[src/itf_pkg.sv]
`timescale 1ns / 1ps
`default_nettype none

package itf_pkg;

    localparam int GROUP_COUNT         = 8;
    localparam int MIN_COLLAPSE        = 2;
    localparam int QUEUE_DEPTH_DEFAULT = 2;

    localparam logic [6:0] CHAR_COLON = 7'h3A;

    typedef struct packed {
        logic [63:0] address_high;
        logic [63:0] address_low;
    } itf_in_t;

    typedef struct packed {
        logic [6:0] text_char;
        logic       is_last;
    } itf_out_t;

    // classified address handed from front to back
    typedef struct packed {
        logic [127:0] addr;
        logic         coll;
        logic [2:0]   gap_start;
        logic [3:0]   run_len;
    } itf_job_t;

    typedef enum logic [1:0] {
        PH_START,
        PH_DIGIT,
        PH_DC2
    } itf_phase_t;

    function automatic logic [6:0] hex_char(input logic [3:0] nib);
        logic [6:0] c;
        if (nib < 4'd10)
        begin
            c = 7'h30 + {3'b000, nib};
        end
        else
        begin
            c = 7'h57 + {3'b000, nib};
        end
        return c;
    endfunction

endpackage

`default_nettype wire

[src/itf_front.sv]
`timescale 1ns / 1ps
`default_nettype none

module itf_front
    import itf_pkg::*;
(
    input  wire logic     in_valid,
    output logic          in_ready,
    input  wire itf_in_t  in_data,
    input  wire logic     q_full,
    output logic          push,
    output itf_job_t      job
);

    logic [127:0] addr;
    logic [7:0]   zero;

    assign addr     = {in_data.address_high, in_data.address_low};
    assign in_ready = !q_full;
    assign push     = in_valid && in_ready;

    always_comb
    begin
        for (int i = 0; i < GROUP_COUNT; i++)
        begin
            zero[i] = (addr[127 - 16 * i -: 16] == 16'h0000);
        end
    end

    // longest zero run, leftmost wins a tie
    always_comb
    begin
        logic [3:0] run;
        logic [3:0] best;
        logic [2:0] rstart;
        logic [2:0] bstart;
        run    = 4'd0;
        best   = 4'd0;
        rstart = 3'd0;
        bstart = 3'd0;
        for (int i = 0; i < GROUP_COUNT; i++)
        begin
            if (zero[i])
            begin
                if (run == 4'd0)
                begin
                    rstart = 3'(i);
                end
                run = run + 4'd1;
                if (run > best)
                begin
                    best   = run;
                    bstart = rstart;
                end
            end
            else
            begin
                run = 4'd0;
            end
        end
        job.addr      = addr;
        job.coll      = (best >= 4'(MIN_COLLAPSE));
        job.gap_start = bstart;
        job.run_len   = best;
    end

endmodule

`default_nettype wire

[src/itf_queue.sv]
`timescale 1ns / 1ps
`default_nettype none

module itf_queue
    import itf_pkg::*;
#(
    parameter int DEPTH = QUEUE_DEPTH_DEFAULT
)
(
    input  wire logic     clk,
    input  wire logic     rst_n,
    input  wire logic     push,
    input  wire itf_job_t push_data,
    output logic          full,
    input  wire logic     pop,
    output itf_job_t      head,
    output logic          head_valid
);

    localparam int PW = (DEPTH > 1) ? $clog2(DEPTH) : 1;
    localparam int CW = $clog2(DEPTH + 1);

    itf_job_t        mem_reg [DEPTH];
    logic [PW-1:0]   wr_ptr_reg, wr_ptr_next;
    logic [PW-1:0]   rd_ptr_reg, rd_ptr_next;
    logic [CW-1:0]   count_reg, count_next;
    logic            do_pop;

    assign full       = (count_reg == CW'(DEPTH));
    assign head_valid = (count_reg != '0);
    assign head       = mem_reg[rd_ptr_reg];
    assign do_pop     = pop && head_valid;

    always_comb
    begin
        wr_ptr_next = wr_ptr_reg;
        rd_ptr_next = rd_ptr_reg;
        count_next  = count_reg;
        if (push)
        begin
            wr_ptr_next = (wr_ptr_reg == PW'(DEPTH - 1)) ? '0 : wr_ptr_reg + 1'b1;
        end
        if (do_pop)
        begin
            rd_ptr_next = (rd_ptr_reg == PW'(DEPTH - 1)) ? '0 : rd_ptr_reg + 1'b1;
        end
        if (push && !do_pop)
        begin
            count_next = count_reg + 1'b1;
        end
        else if (!push && do_pop)
        begin
            count_next = count_reg - 1'b1;
        end
    end

    always_ff @(posedge clk or negedge rst_n)
    begin
        if (!rst_n)
        begin
            wr_ptr_reg <= '0;
            rd_ptr_reg <= '0;
            count_reg  <= '0;
        end
        else
        begin
            wr_ptr_reg <= wr_ptr_next;
            rd_ptr_reg <= rd_ptr_next;
            count_reg  <= count_next;
        end
    end

    always_ff @(posedge clk)
    begin
        if (push)
        begin
            mem_reg[wr_ptr_reg] <= push_data;
        end
    end

endmodule

`default_nettype wire

[src/itf_back.sv]
`timescale 1ns / 1ps
`default_nettype none

module itf_back
    import itf_pkg::*;
(
    input  wire logic     clk,
    input  wire logic     rst_n,
    input  wire itf_job_t job,
    input  wire logic     job_valid,
    output logic          job_pop,
    output logic          out_valid,
    input  wire logic     out_ready,
    output itf_out_t      out_data
);

    itf_phase_t phase_reg, phase_next;
    logic [2:0] idx_reg, idx_next;
    logic [1:0] nib_reg, nib_next;
    logic       nosep_reg, nosep_next;
    logic       out_valid_reg, out_valid_next;
    itf_out_t   out_data_reg;

    logic [15:0] grp [8];
    logic [15:0] g;
    logic [1:0]  lead;
    logic [1:0]  sel;
    logic [3:0]  end_idx;
    logic        advance;
    logic        group_done;
    itf_out_t    ch;

    always_comb
    begin
        for (int i = 0; i < GROUP_COUNT; i++)
        begin
            grp[i] = job.addr[127 - 16 * i -: 16];
        end
    end

    assign g       = grp[idx_reg];
    assign lead    = (g[15:12] != 4'h0) ? 2'd3 :
                     (g[11:8]  != 4'h0) ? 2'd2 :
                     (g[7:4]   != 4'h0) ? 2'd1 : 2'd0;
    assign end_idx = {1'b0, job.gap_start} + job.run_len;
    assign advance = job_valid && (!out_valid_reg || out_ready);

    always_comb
    begin
        phase_next   = phase_reg;
        idx_next     = idx_reg;
        nib_next     = nib_reg;
        nosep_next   = nosep_reg;
        ch.text_char = CHAR_COLON;
        ch.is_last   = 1'b0;
        group_done   = 1'b0;
        sel          = nib_reg;
        unique case (phase_reg)
            PH_START:
            begin
                sel = lead;
                if (job.coll && idx_reg == job.gap_start)
                begin
                    phase_next = PH_DC2;
                end
                else if (!nosep_reg)
                begin
                    nib_next   = lead;
                    phase_next = PH_DIGIT;
                end
                else
                begin
                    // first group, or right after the double colon
                    ch.text_char = hex_char(g[{sel, 2'b00} +: 4]);
                    if (lead == 2'd0)
                    begin
                        group_done = 1'b1;
                    end
                    else
                    begin
                        nib_next   = lead - 2'd1;
                        phase_next = PH_DIGIT;
                    end
                end
            end
            PH_DIGIT:
            begin
                ch.text_char = hex_char(g[{sel, 2'b00} +: 4]);
                if (nib_reg == 2'd0)
                begin
                    group_done = 1'b1;
                end
                else
                begin
                    nib_next = nib_reg - 2'd1;
                end
            end
            PH_DC2:
            begin
                if (end_idx[3])
                begin
                    ch.is_last = 1'b1;
                end
                else
                begin
                    idx_next   = end_idx[2:0];
                    nosep_next = 1'b1;
                    phase_next = PH_START;
                end
            end
            default:
            begin
                phase_next = PH_START;
            end
        endcase
        if (group_done)
        begin
            if (idx_reg == 3'd7)
            begin
                ch.is_last = 1'b1;
            end
            else
            begin
                idx_next   = idx_reg + 3'd1;
                nosep_next = 1'b0;
                phase_next = PH_START;
            end
        end
        if (ch.is_last)
        begin
            phase_next = PH_START;
            idx_next   = 3'd0;
            nosep_next = 1'b1;
        end
    end

    assign job_pop = advance && ch.is_last;

    always_comb
    begin
        out_valid_next = out_valid_reg;
        if (advance)
        begin
            out_valid_next = 1'b1;
        end
        else if (out_ready)
        begin
            out_valid_next = 1'b0;
        end
    end

    always_ff @(posedge clk or negedge rst_n)
    begin
        if (!rst_n)
        begin
            phase_reg     <= PH_START;
            idx_reg       <= 3'd0;
            nib_reg       <= 2'd0;
            nosep_reg     <= 1'b1;
            out_valid_reg <= 1'b0;
        end
        else
        begin
            out_valid_reg <= out_valid_next;
            if (advance)
            begin
                phase_reg <= phase_next;
                idx_reg   <= idx_next;
                nib_reg   <= nib_next;
                nosep_reg <= nosep_next;
            end
        end
    end

    always_ff @(posedge clk)
    begin
        if (advance)
        begin
            out_data_reg <= ch;
        end
    end

    assign out_valid = out_valid_reg;
    assign out_data  = out_data_reg;

    a_pop_marks_last: assert property (@(posedge clk) disable iff (!rst_n)
        job_pop |=> (out_valid && out_data.is_last))
        else $error("request retired without a last character");

    a_dc2_needs_run: assert property (@(posedge clk) disable iff (!rst_n)
        (phase_reg == PH_DC2) |-> (job_valid && job.coll))
        else $error("double colon without a collapsible run");

    a_digit_needs_job: assert property (@(posedge clk) disable iff (!rst_n)
        (phase_reg == PH_DIGIT) |-> job_valid)
        else $error("emitter mid-group with no request at the head");

    a_restart_after_last: assert property (@(posedge clk) disable iff (!rst_n)
        job_pop |=> (phase_reg == PH_START && idx_reg == 3'd0 && nosep_reg))
        else $error("emitter not rewound after a request");

endmodule

`default_nettype wire

[src/ipv6_text_formatter_unit.sv]
// Turns each 128-bit IPv6 address into its canonical lower-case text, one ASCII
// character per output transfer, with is_last on the final character. The front
// classifies an address in the cycle it is accepted (longest zero run, leftmost on
// a tie) and drops it into a small queue, so new addresses are taken while the
// previous text is still streaming out. The character emitter at the back produces
// one character per cycle while out_ready does not stall it, so an address holds it
// as long as its text lasts, 2 characters for "::" up to 39 for eight four-digit
// groups; that emitter sets the sustained rate. With the queue empty, an accepted
// address is queued, then its first character is registered at the emitter output.
`timescale 1ns / 1ps
`default_nettype none

module ipv6_text_formatter_unit
    import itf_pkg::*;
#(
    parameter int QUEUE_DEPTH = QUEUE_DEPTH_DEFAULT
)
(
    input  wire logic     clk,
    input  wire logic     rst_n,
    input  wire logic     in_valid,
    output logic          in_ready,
    input  wire itf_in_t  in_data,
    output logic          out_valid,
    input  wire logic     out_ready,
    output itf_out_t      out_data
);

    itf_job_t push_job;
    itf_job_t head_job;
    logic     push;
    logic     q_full;
    logic     head_valid;
    logic     job_pop;

    itf_front u_front (
        .in_valid (in_valid),
        .in_ready (in_ready),
        .in_data  (in_data),
        .q_full   (q_full),
        .push     (push),
        .job      (push_job)
    );

    itf_queue #(
        .DEPTH (QUEUE_DEPTH)
    ) u_queue (
        .clk        (clk),
        .rst_n      (rst_n),
        .push       (push),
        .push_data  (push_job),
        .full       (q_full),
        .pop        (job_pop),
        .head       (head_job),
        .head_valid (head_valid)
    );

    itf_back u_back (
        .clk       (clk),
        .rst_n     (rst_n),
        .job       (head_job),
        .job_valid (head_valid),
        .job_pop   (job_pop),
        .out_valid (out_valid),
        .out_ready (out_ready),
        .out_data  (out_data)
    );

endmodule

`default_nettype wire
[config.mk]
export PLATFORM = sky130hd
export DESIGN_NAME = ipv6_text_formatter_unit
export DESIGN_NICKNAME = d
export VERILOG_FILES = /design/src/itf_pkg.sv /design/src/itf_front.sv /design/src/itf_queue.sv /design/src/itf_back.sv /design/src/ipv6_text_formatter_unit.sv
export SDC_FILE = /design/constraint.sdc
export NUM_CORES = 1
export LEC_CHECK = 0
export ABC_AREA = 0
export BUFFER_PORTS_ARGS = -buffer_cell sky130_fd_sc_hd__buf_2
export CORE_UTILIZATION = 54
export DETAILED_ROUTE_END_ITERATION = 8
export HOLD_SLACK_MARGIN = 0.03
export PLACE_DENSITY = 0.74
export SKIP_LAST_GASP = 1
export SYNTH_ARGS = -nofsm -noshare
export SYNTH_HDL_FRONTEND = slang
export SYNTH_SLANG_ARGS = --single-unit
[constraint.sdc]
create_clock -name clk -period 8.65 [get_ports clk]
set_input_delay 1.73 -clock clk [delete_from_list [all_inputs] [get_ports clk]]
set_output_delay 1.73 -clock clk [all_outputs]
set_load 0.03 [all_outputs]
==> qor.csv <==
metric,value,unit
status,"complete, but fails checks",
violations,setup timing,
hold_start,u_back.out_valid$_DFFE_PN0P_,
final_util,0.704,
cts_buffers,29,
slew_headroom,0.304,
drt_iter0_drc,722,
fin_skew,0.00948,ns
hold_ws,0.508,ns
synthTopCellsByArea,"edfxtp_1, mux4_2, ha_1, dfrtp_1, nand2_1",
clk_path_buf_depth,3,
root_buffer,clkbuf_16,
cap_violations,0,
ys_seq_area_frac,0.631,
hold_path.class,reg2reg,
place_congestion,0.923,
die-height,162,µm
synth_edf_count,280,
largest_reg_flops,272,
drive_gt1_frac,0.459,
multi_input_area,5160,µm²
num_vias,9169,
fillers,1604,
ys_async_sr_fraction,0.0444,
grt_pass1_vias,9464,
syn_nets,1024,
critPathTopFamily,compound AO/OA/AOI/OAI gates,
max_freq,100,MHz
cts-htree-levels,1,
core,25200,µm²
via_per_inst,5.93,
postSynthAreaPerCell,16.4,µm²
placed_area,16200,µm²
yosys_most_used_dff,edfxtp_1,
track_usage,0.268,
mostFrequentLayoutCells,"edfxtp_1, buf_4, buf_2",
finalInstanceArea,17700,µm²
cp-end-kind,flip-flop,
yosys.area.top_type,edfxtp_1,
critical_path_class,in2reg,
num_io_pins,142,
hpwlAfterDp,23800,µm
required,8.93,ns
die-area,26300,µm²
yosysWarningCount,0,
tns,-18.91,ns
dr.pass1.iters,5,
drt-total-wl,34600,µm
fin_crit,9.99,ns
die_w,162,µm
ff_latch_area,8740,µm²
final_common_cell,edfxtp_1,
slew_viol_final,0,
vdd_drop_max,0.000215,V
crit_fanout,6,
rows,58,
p_per_area,297,nW/µm²
wire_per_inst,22.3,µm
nets,1371,
drt_drc_violations_left,0,
reg2reg_from,u_queue.rd_ptr_reg$_DFFE_PN0P_,
grt_antenna_before_repair,1,
clk_pin_slew,0.06,ns
p_leak,6.71,nW
syn_area,13900,µm²
postSynthCellCount,847,
worstPathArrival,10.26,ns
cp-startpoint,in_data[101],
postCtsHoldBufs,0,
start_util,0.550,
cp-start-kind,input pin,
overflow,0,
preCtsSetupSlack,-2.14,ns
area_growth,28.1,%
tightest_slew,1.03,ns
clkLatencyLatePin,0.55,ns
synth-seq-cells,293,
numPortBuffers,141,
hold_viol_final,0,
cp_num_buf_inv,8,
finalSetupViolCount,16,
ant_nets,0,
rsz0062_at_grt,true,
ys_types,81,
cpMostUsedCell,o21a_1,
cts.sinks,293,
critPathMaxStageDelay,0.36,ns
synth_top_area_frac,0.607,
slowest_stage,or3_4,
grt_pass1_wl,52500,µm
period_share,1.15,
grt_max_degree,71,
final.setup.worst_slack,-1.34,ns
cts_tree,built,
-- power by group --
part	switching [mW]	internal (mW)
clock	0.525	0.759
combinational	1.03	0.799
sequential	0.174	1.97
-- cell families (layout without fill, tap and decap cells) --
family	count (synthesis)	after routing	synth area share
buf+inv	66	435	0.0248
mux	106	106	0.154
xor+xnor	19	19	0.0126
flops	293	293	0.631
other cells	1	2	0.000271
fa+ha+maj	45	45	0.0412
simple gates	200	200	0.0795
compound gates	117	117	0.0574
-- cells in the mapped netlist (3+ instances only) --
| library cell | count |
|---|---|
| a211oi_1 | 5 |
| a21oi_1 | 27 |
| a221oi_1 | 3 |
| a31oi_1 | 6 |
| and4_1 | 5 |
| buf_1 | 5 |
| buf_2 | 4 |
| buf_6 | 4 |
| buf_8 | 4 |
| clkbuf_1 | 14 |
| dfrtp_1 | 12 |
| edfxtp_1 | 280 |
| ha_1 | 44 |
| inv_1 | 31 |
| mux2_2 | 9 |
| mux2i_1 | 11 |
| mux4_2 | 83 |
| nand2_1 | 56 |
| nand2b_1 | 6 |
| nand3_1 | 18 |
| nand4_1 | 8 |
| nor2_1 | 27 |
| nor2b_1 | 9 |
| nor3_1 | 11 |
| nor4_1 | 33 |
| nor4_2 | 4 |
| o211a_1 | 3 |
| o211ai_1 | 5 |
| o21a_1 | 9 |
| o21ai_0 | 20 |
| o21ai_1 | 6 |
| o22ai_1 | 4 |
| or3_1 | 5 |
| xnor2_1 | 10 |
| xor2_1 | 8 |
-- repair_timing --
item                                    in CTS  in global routing
pin swaps                                   33                 16
buffers inserted                            33                  9
endpoints found under the setup margin      16                 16
resized for setup                           40                 20
-- through the flow --
| stage | power [mW] | cells |
|---|---|---|
| floorplan | 3.52 | 847 |
| global placement | 3.91 | 1453 |
| detailed placement | 3.98 | 1453 |
| CTS | 5.27 | 1538 |
| global route | 5.49 | 1547 |
| finish | 5.26 | 1547 |
-- metal layers --
layer	up-vias	wire, µm	global-route usage
met5	-	0	0
met4	0	1150	0.0999
met3	58	2270	0.0393
met2	329	17500	0.456
met1	4619	13600	0.350
li1	4163	-	-
-- cell type report --
cell class	instances	area share
Inverter	34	0.00776
Sequential cell	293	0.493
Clock inverter	17	0.0109
Timing Repair Buffer	348	0.130
Clock buffer	36	0.0441
Antenna cell	1	0.000141
Tap cell	330	0.0233
Multi-Input combinational cell	488	0.291
-- worst reg2reg max path: stages, from the launching register on --
cell and delay [ns]:
dfrtp_4 0.92, buf_4 0.72, mux4_2 0.59, mux4_2 0.55, nor4_4 0.34, a21boi_1 0.18
ha_1 0.24, a22o_1 0.24, a21oi_1 0.32, inv_1 0.13, nand2_1 0.12, ha_1 0.28
nor2_1 0.15, xor2_1 0.16
-- path summary, 6_finish.rpt --
kind | to | slack [ns] | depth (start not counted)
min reg2reg | u_back.out_valid$_DFFE_PN0P_ | 0.51 | 2
min | u_back.out_valid$_DFFE_PN0P_ | 0.51 | 2
min in group asynchronous | u_back.phase_reg[1]$_DFFE_PN0P_ | 1.07 | 1
max | u_queue.mem_reg[0][5]$_DFFE_PP_ | -1.34 | 47
max reg2reg | u_queue.count_reg[1]$_DFFE_PN0P_ | 3.63 | 13
max in group asynchronous | u_back.nosep_reg$_DFFE_PN1P_ | 7.30 | 1
Note: power is estimated with default switching activity, not from simulation.
